## src/assert_macros.svh

```systemverilog
// Assertion macros for the address range symbol table RTL.
// Checks are compiled in by default and drop out when SYNTH is defined.
`ifndef ASSERT_MACROS_SVH
`define ASSERT_MACROS_SVH
`ifndef SYNTH
// Property must hold at every clock edge outside reset
`define AST_HOLDS(lbl, clk, rst_n, prop) \
	lbl: assert property (@(posedge clk) disable iff (!rst_n) (prop)) \
		else $error("assertion failed");
// Property must never hold outside reset
`define AST_NEVER(lbl, clk, rst_n, prop) \
	lbl: assert property (@(posedge clk) disable iff (!rst_n) not (prop)) \
		else $error("forbidden condition seen");
`else
`define AST_HOLDS(lbl, clk, rst_n, prop)
`define AST_NEVER(lbl, clk, rst_n, prop)
`endif
`endif

```

## src/arsym_pkg.sv

```systemverilog
// Shared types and constants for the address range symbol table.
// No dependencies; imported by arsym_cell and address_range_symbol_table.
`timescale 1ns / 1ps
package arsym_pkg;

	localparam int ENTRIES  = 64;
	localparam int IDX_W    = $clog2(ENTRIES);
	localparam int ADDR_W   = 32;
	localparam int SIZE_W   = 32;
	localparam int HANDLE_W = 16;
	localparam int FUNC_W   = 2;
	localparam int STAT_W   = 2;
	localparam int IN_DATA_W  = 80;
	localparam int OUT_DATA_W = 48;

	typedef enum logic [FUNC_W-1:0] {
		FN_ADD    = 2'd0,
		FN_REMOVE = 2'd1,
		FN_CLEAR  = 2'd2,
		FN_FIND   = 2'd3
	} func_t;

	typedef enum logic [STAT_W-1:0] {
		ST_OK       = 2'd0,
		ST_DUP      = 2'd1,
		ST_FULL     = 2'd2,
		ST_NOTFOUND = 2'd3
	} status_t;

	typedef enum logic [1:0] {
		S_IDLE,
		S_SCAN,
		S_DONE
	} state_t;

	// Request token handed from cell to cell
	typedef struct packed {
		logic                vld;
		func_t               func;
		logic [ADDR_W-1:0]   address;
		logic                dup;
		logic                free_hit;
		logic [IDX_W-1:0]    free_idx;
		logic                best_hit;
		logic [ADDR_W-1:0]   best_start;
		logic [SIZE_W-1:0]   best_len;
		logic [HANDLE_W-1:0] best_handle;
	} pkt_t;

	// Broadcast write / clear from the controller to all cells
	typedef struct packed {
		logic                en;
		logic                clear;
		logic [IDX_W-1:0]    idx;
		logic [ADDR_W-1:0]   start;
		logic [SIZE_W-1:0]   len;
		logic [HANDLE_W-1:0] handle;
	} wr_t;

endpackage

```

## src/arsym_cell.sv

```systemverilog
// One table slot plus one stage of the request token chain.
// Depends on arsym_pkg.
`timescale 1ns / 1ps
module arsym_cell (
	input  logic                        clk,
	input  logic                        arst_n,
	input  logic [arsym_pkg::IDX_W-1:0] cell_idx,
	input  arsym_pkg::pkt_t             pin,
	input  arsym_pkg::wr_t              wr,
	output arsym_pkg::pkt_t             pout
);
	import arsym_pkg::*;

	logic                valid_q;
	logic [ADDR_W-1:0]   start_q;
	logic [SIZE_W-1:0]   len_q;
	logic [HANDLE_W-1:0] handle_q;
	pkt_t                pkt_q;
	pkt_t                pkt_nxt;
	logic                start_hit;
	logic                wr_hit;
	logic                rm_hit;

	assign start_hit = valid_q && (start_q == pin.address);
	assign wr_hit    = wr.en && (wr.idx == cell_idx);
	assign rm_hit    = pin.vld && (pin.func == FN_REMOVE) && start_hit;

	// Token update as it passes this slot
	always_comb begin
		pkt_nxt = pin;
		if (pin.vld) begin
			unique case (pin.func)
				FN_ADD: begin
					if (start_hit)
						pkt_nxt.dup = 1'b1;
					if (!valid_q && !pin.free_hit) begin
						pkt_nxt.free_hit = 1'b1;
						pkt_nxt.free_idx = cell_idx;
					end
				end
				FN_FIND: begin
					if (valid_q && (start_q <= pin.address) &&
					    (!pin.best_hit || (start_q > pin.best_start))) begin
						pkt_nxt.best_hit    = 1'b1;
						pkt_nxt.best_start  = start_q;
						pkt_nxt.best_len    = len_q;
						pkt_nxt.best_handle = handle_q;
					end
				end
				default: ;
			endcase
		end
	end

	// Token register
	always_ff @(posedge clk or negedge arst_n) begin
		if (!arst_n) begin
			pkt_q <= '0;
		end else begin
			pkt_q <= pkt_nxt;
		end
	end

	// Slot valid bit
	always_ff @(posedge clk or negedge arst_n) begin
		if (!arst_n) begin
			valid_q <= 1'b0;
		end else if (wr.clear || rm_hit) begin
			valid_q <= 1'b0;
		end else if (wr_hit) begin
			valid_q <= 1'b1;
		end
	end

	// Slot payload
	always_ff @(posedge clk) begin
		if (wr_hit) begin
			start_q  <= wr.start;
			len_q    <= wr.len;
			handle_q <= wr.handle;
		end
	end

	assign pout = pkt_q;

endmodule

```

## config.mk

```make
export PLATFORM = sky130hd
export DESIGN_NAME = arsym_cell
export DESIGN_NICKNAME = d
export VERILOG_FILES = /design/src/assert_macros.svh /design/src/arsym_pkg.sv /design/src/arsym_cell.sv
export SDC_FILE = /design/constraint.sdc
export NUM_CORES = 1
export LEC_CHECK = 0
export ABC_CLOCK_PERIOD_IN_PS = 5700
export BUFFER_PORTS_ARGS = -buffer_cell sky130_fd_sc_hd__buf_2
export CELL_PAD_IN_SITES_DETAIL_PLACEMENT = 2
export CELL_PAD_IN_SITES_GLOBAL_PLACEMENT = 2
export CORE_UTILIZATION = 35
export CTS_CLUSTER_SIZE = 20
export DETAILED_ROUTE_END_ITERATION = 8
export PLACE_DENSITY = 0.92
export SYNTH_ARGS = -nofsm -noshare
export SYNTH_HDL_FRONTEND = slang
export SYNTH_SLANG_ARGS = --single-unit
export TNS_END_PERCENT = 10
```

## constraint.sdc

```tcl
create_clock -name clk -period 5.7 [get_ports clk]
set_clock_uncertainty 0.05 [all_clocks]
set_input_delay 1.14 -clock clk [delete_from_list [all_inputs] [get_ports clk]]
set_output_delay 1.14 -clock clk [all_outputs]
set_load 0.02 [all_outputs]
```

==> results.yml, run 1 <==
sta:
  drv_slew: 0
  finalSetupViolCount: 0
  worst_pin_slew_ns: 1.03
  fin_ws_ns: 1.63
  tns_ns: 0
  post-route-period-util: 0.714
  finalCriticalPeriod_ns: 4.07
  max_freq_mhz: 246
  hold_violations: 0
  hold_ws_ns: 0.429
  rsz0062_at_grt: "no"
  max_slew_margin: 0.311
clock_network:
  cts-resized-gates: 0
  htreeDepth: 1
  cts.sinks: 205
  ctsLongestPathBuffers: 3
  cts_setup_buffers: 0
  ctsHoldBuffers: 0
  root_buffer: "clkbuf_16"
  cts_tree: "yes"
  clkTransAtPathRegs_ns: 0.06
  clock_latency_ns: 0.52
  cts_buffers: 24
power_and_ir_drop:
  leakagePower_nw: 5.56
  power_mw: 3.48
  peakVddDrop_uv: 197
  power.density_mw_per_mm2: 301
route:
  vias: 5937
  drt-vias-per-instance: 4.69
  route.detailed.drc: 0
  ant_nets: 0
  finalWirelength_mm: 28.7
  drt_iter0_markers: 163
  first_pass_iters: 4
  post_drt_wl_per_cell_microns: 22.7
flow_run:
  maxCapViolations: 0
finish:
  final_cell_mix: "342 x buf_2, 125 x dfrtp_1, 80 x mux2_4, 80 x edfxtp_1"
  drive_gt1_frac: 0.507
  seq_area_sq_mm: 0.00553
  area_growth_pct: 32.2
  fin_area_sq_mm: 0.0115
  final_common_cell: "buf_2"
  final_nets: 1201
  multiInputGateArea_sq_mm: 0.00280
  fillers: 2440
setup_path:
  endpoint_kind: "flop"
  path_class: "in2reg"
  start_kind: "primary input"
  critPathRequiredTime_ns: 6.05
  rr_startpoint: "start_q[27]"
  critPathLaunch: "pin[116]"
  worstPathMaxFanout: 37
  cp.arrival_ns: 4.42
  r2r_setup_slack_ns: 1.93
floorplan:
  coreArea_sq_mm: 0.0244
  die_h_microns: 160
  die_x_microns: 160
  start_util: 0.358
  ioPinCount: 344
  die_area_sq_mm: 0.0256
  row_count: 57
grt:
  gr-total-overflow: 0
  grt.total_usage: 0.227
  grt_pass1_vias: 7257
  grt_pass1_wl_mm: 43.5
  grt_max_degree: 73
  antenna_found_initial: 8
logic_synthesis:
  syn_avg_cell_area_sq_um: 15.9
  ys.warnings.count: 0
  synth.distinct_cells: 42
  synth_cells: 551
  yosysTopAreaCellShare: 0.358
  synth_area_sq_mm: 0.00874
  synth-edff-count: 80
  synthTopCellsByArea: "dfrtp_1 36%, edfxtp_1 27%, mux2_4 14%, ha_1 9.2%, inv_1 2.7%"
  ys_seq_area_frac: 0.633
  yosys.area.top_type: "dfrtp_1"
  synth-async-reset-ratio: 0.610
  ys_seq_elements: 205
  synthesis.nets: 835
  synth_ff_type: "dfrtp_1"
place:
  dpl_cell_area_sq_mm: 0.0108
  finalWeightedCongestion: 0.765
  place_hpwl_mm: 21.9
  place.port_buffers: 343
  pre_cts_ws_ns: 1.00
hold_path:
  min_path_type: "reg2reg"
  hp-start: "len_q[21]"
run_status:
  outcome: "finished clean"
## routing by layer
metal  vias to the layer above  track usage  wire [microns]
met1                      3004        0.236           10300
met2                       196        0.448           16300
met3                        42       0.0473            1440
met5                         -            0              23
li1                       2691            -               -
met4                         4       0.0671             606
## where the power goes
part	total [mW]	internal [mW]	switching, mW
clock	1.51	0.893	0.622
sequential	1.61	1.59	0.0185
combinational	0.357	0.157	0.201
total	3.48	2.64	0.841
## flip-flops by register name, summed over array words and instances, names as in the netlist
signal    flops
len_q        32
valid_q       1
start_q      32
pout        124
handle_q     16
## synthesized netlist by cell type (2+ instances only)
| master | instances |
|---|---|
| a21o_1 | 3 |
| edfxtp_1 | 80 |
| o21ai_0 | 8 |
| nand4_1 | 11 |
| nor2b_1 | 3 |
| mux2_2 | 6 |
| nor2_1 | 8 |
| o21bai_1 | 2 |
| xor2_1 | 3 |
| a221o_1 | 2 |
| ha_1 | 64 |
| nand2b_1 | 3 |
| nand3_1 | 8 |
| dfrtp_1 | 125 |
| inv_1 | 64 |
| buf_12 | 9 |
| xnor2_1 | 3 |
| nor3_1 | 2 |
| a21oi_1 | 26 |
| nand2_1 | 18 |
| mux2_4 | 80 |
| nor4_1 | 3 |
## final timing paths
| check | to | cells past startpoint |
|---|---|---|
| worst max-delay path | pout[7] | 11 |
| worst min-delay path | pout[37] | 1 |
| worst max register to register | pout[7] | 9 |
| worst min register to register | pout[37] | 1 |
| max in group asynchronous | pout[42] | 2 |
| min in group asynchronous | pout[110] | 1 |
## cells by family after synthesis
kind of cell | share of synthesized area
flops | 0.633
xor+xnor | 0.00601
simple gates | 0.0401
mux | 0.145
compound gates | 0.0362
fa+ha+maj | 0.0916
buf+inv | 0.0481
## cell type report
type                    count  share of cell area
diodes                      6             0.00130
clock buffers              38              0.0609
clock inverters             6             0.00617
inverters                  64              0.0208
multi-input cells         273               0.243
flip-flops and latches    205               0.479
well taps                 324              0.0351
repair buffers            349               0.154
## metrics by stage
stage	instances	util
final	1265	0.474
after CTS	1259	0.473
after detailed placement	1215	0.441
after floorplan	551	-
after global routing	1264	0.473
after global placement	1215	0.441
## critical path: stages
cell,delay (ns)
buf_2,0.09
inv_1,0.04
ha_1,0.31
nand4_1,0.19
nor4_1,0.65
and3_1,0.34
a31oi_1,0.08
nor3_2,0.22
and3_4,0.56
buf_12,0.36
mux2_4,0.35
Note: power is estimated with default switching activity, not from simulation.
==> inputs of run 2 (changes only) <==
Settings changed: ABC_AREA from default to 1, ABC_CLOCK_PERIOD_IN_PS 5700 to 3500, CORE_UTILIZATION 35 to 26, PLACE_DENSITY 0.92 to 0.82.
Clock period 5.7 ns to 3.5 ns, I/O delays scaled along.
==> run 2 against run 1 <==
Routed wire length increased by 7.5%. Critical path depth down 2. Worst setup slack worse by 1.0 ns. Non-clock buffer count grew 2. Largest power group unchanged.
==> results.yml, run 2 <==
logic_synthesis:
  ys_seq_area_frac: 0.646
  synth_area_sq_mm: 0.00856
  ys_seq_elements: 205
  yosysMostFrequentCell: "nand2_1"
  syn_avg_cell_area_sq_um: 10.8
  synth-async-reset-ratio: 0.610
  ys.warnings.count: 0
  synth_cells: 792
  synth_ff_type: "dfrtp_1"
  synth-edff-count: 80
  yosysTopAreaCellShare: 0.365
  synthesis.nets: 1076
  synth_commonest_cells: "240 x nand2_1, 125 x dfrtp_1, 86 x nand3_1"
  synthTopCellsByArea: "dfrtp_1 37%, edfxtp_1 28%, nand2_1 11%, ha_1 9.4%, nand3_1 5.0%"
  yosys.area.top_type: "dfrtp_1"
  synth.distinct_cells: 28
grt:
  grt.total_usage: 0.184
  antenna_found_initial: 13
  gr-total-overflow: 0
  grt_pass1_vias: 8315
  grt_max_degree: 82
  grt_pass1_wl_mm: 47.1
finish:
  area_growth_pct: 37.2
  final_common_cell: "buf_2"
  drive_gt1_frac: 0.343
  largest_reg_flops: 124
  multiInputGateArea_sq_mm: 0.00263
  final_cell_mix: "342 x buf_2, 238 x nand2_1, 125 x dfrtp_1"
  final_cells: 1620
  final_nets: 1431
  seq_area_sq_mm: 0.00553
  fillers: 3576
hold_path:
  min_path_type: "in2async"
clock_network:
  cts_tree: "yes"
  htreeDepth: 1
  ctsLongestPathBuffers: 3
  cts-resized-gates: 0
  cts_buffers: 26
  root_buffer: "clkbuf_16"
  clock_latency_ns: 0.53
  clkTransAtPathRegs_ns: 0.06
  cts_setup_buffers: 0
  ctsHoldBuffers: 0
  cts.sinks: 205
route:
  drt-vias-per-instance: 4.37
  route.detailed.drc: 0
  post_drt_wl_per_cell_microns: 19.1
  vias: 7082
  finalWirelength_mm: 30.9
  drt_iter0_markers: 269
  ant_nets: 0
  first_pass_iters: 6
setup_path:
  endpoint_kind: "flop"
  reg2reg_depth: 9
  critPathLaunch: "start_q[15]"
  rr_startpoint: "start_q[15]"
  r2r_setup_slack_ns: 0.62
  cp.arrival_ns: 3.24
  timing.rr.end: "pout[6]"
  worstPathMaxFanout: 44
  start_kind: "flop"
  critPathRequiredTime_ns: 3.85
  path_class: "reg2reg"
sta:
  max_freq_mhz: 347
  hold_violations: 0
  finalCriticalPeriod_ns: 2.88
  finalSetupViolCount: 0
  rsz0062_at_grt: "no"
  worst_pin_slew_ns: 0.803
  hold_ws_ns: 0.169
  drv_slew: 0
  max_slew_margin: 0.465
  post-route-period-util: 0.824
place:
  place_hpwl_mm: 23.0
  place.port_buffers: 343
  dp.cells: 1561
  finalWeightedCongestion: 0.777
run_status:
  outcome: "finished clean"
floorplan:
  die_x_microns: 183
  die_area_sq_mm: 0.0336
  coreArea_sq_mm: 0.0325
  ioPinCount: 344
  start_util: 0.264
  row_count: 66
  die_h_microns: 183
power_and_ir_drop:
  leakagePower_nw: 5.93
  power_mw: 5.80
  peakVddDrop_uv: 315
  power.density_mw_per_mm2: 494
flow_run:
  maxCapViolations: 0
[run 2: cell types whose count changed after synthesis, sizes merged, moves of 4 or more]
cell and delta:
nand3 +78, buf +11, inv +21, nand4 -7, mux2 -84, nand2 +223
clkbuf +4, nor2 +16
[run 2: worst max-delay path: stages, from the launching register on]
cell and delay (ns):
edfxtp_1 0.47, ha_1 0.34, nand2_1 0.09, nor3_1 0.48
nand4_1 0.36, a21oi_4 0.35, nand2_4 0.06, buf_4 0.29
nand2_1 0.15, nand2_1 0.09
[run 2: kinds of logic after synthesis]
| group | share of synthesized area |
|---|---|
| compound gates | 0.0314 |
| xor+xnor | 0.00102 |
| fa+ha+maj | 0.0936 |
| buf+inv | 0.0507 |
| flops | 0.646 |
| mux | 0.00263 |
| simple gates | 0.174 |
[run 2: layout make-up]
| class | count | area share |
|---|---|---|
| Clock buffer | 40 | 0.0669 |
| Sequential cell | 205 | 0.471 |
| Timing Repair Buffer | 351 | 0.156 |
| Antenna cell | 11 | 0.00234 |
| Inverter | 85 | 0.0287 |
| Clock inverter | 8 | 0.00394 |
| Multi-Input combinational cell | 478 | 0.224 |
| Tap cell | 442 | 0.0471 |
[run 2: layer usage]
layer,up-vias,track usage,share of wire
li1,3327,-,-
met5,-,0,0.00087
met2,228,0.335,0.52
met1,3479,0.203,0.38
met4,4,0.0590,0.027
met3,44,0.0555,0.073
[run 2: worst max path at each step]
stage | endpoint | slack (ns) | depth (start not counted)
floorplan | handle_q[0] | -0.57 | 4
global placement | pout[18] | 0.29 | 13
detailed placement | pout[6] | 0.18 | 13
CTS | pout[6] | 0.56 | 11
global route | pout[18] | 0.36 | 11
finish | pout[6] | 0.62 | 9
[run 2: report_power, final]
part | switching [mW] | internal, mW
logic | 0.374 | 0.219
clock network | 1.04 | 1.54
registers | 0.0305 | 2.59
total | 1.45 | 4.35
[run 2: through the flow]
step	area [sq um]	worst slack, ns	TNS, ns	util
6_report	11700	0.615	0	0.362
5_1_grt	11700	0.364	0	0.362
4_1_cts	11700	0.555	0	0.361
3_5_place_dp	10900	0.178	0	0.335
3_3_place_gp	10900	0.293	0	0.335
2_1_floorplan	8590	-0.571	-46.14	-
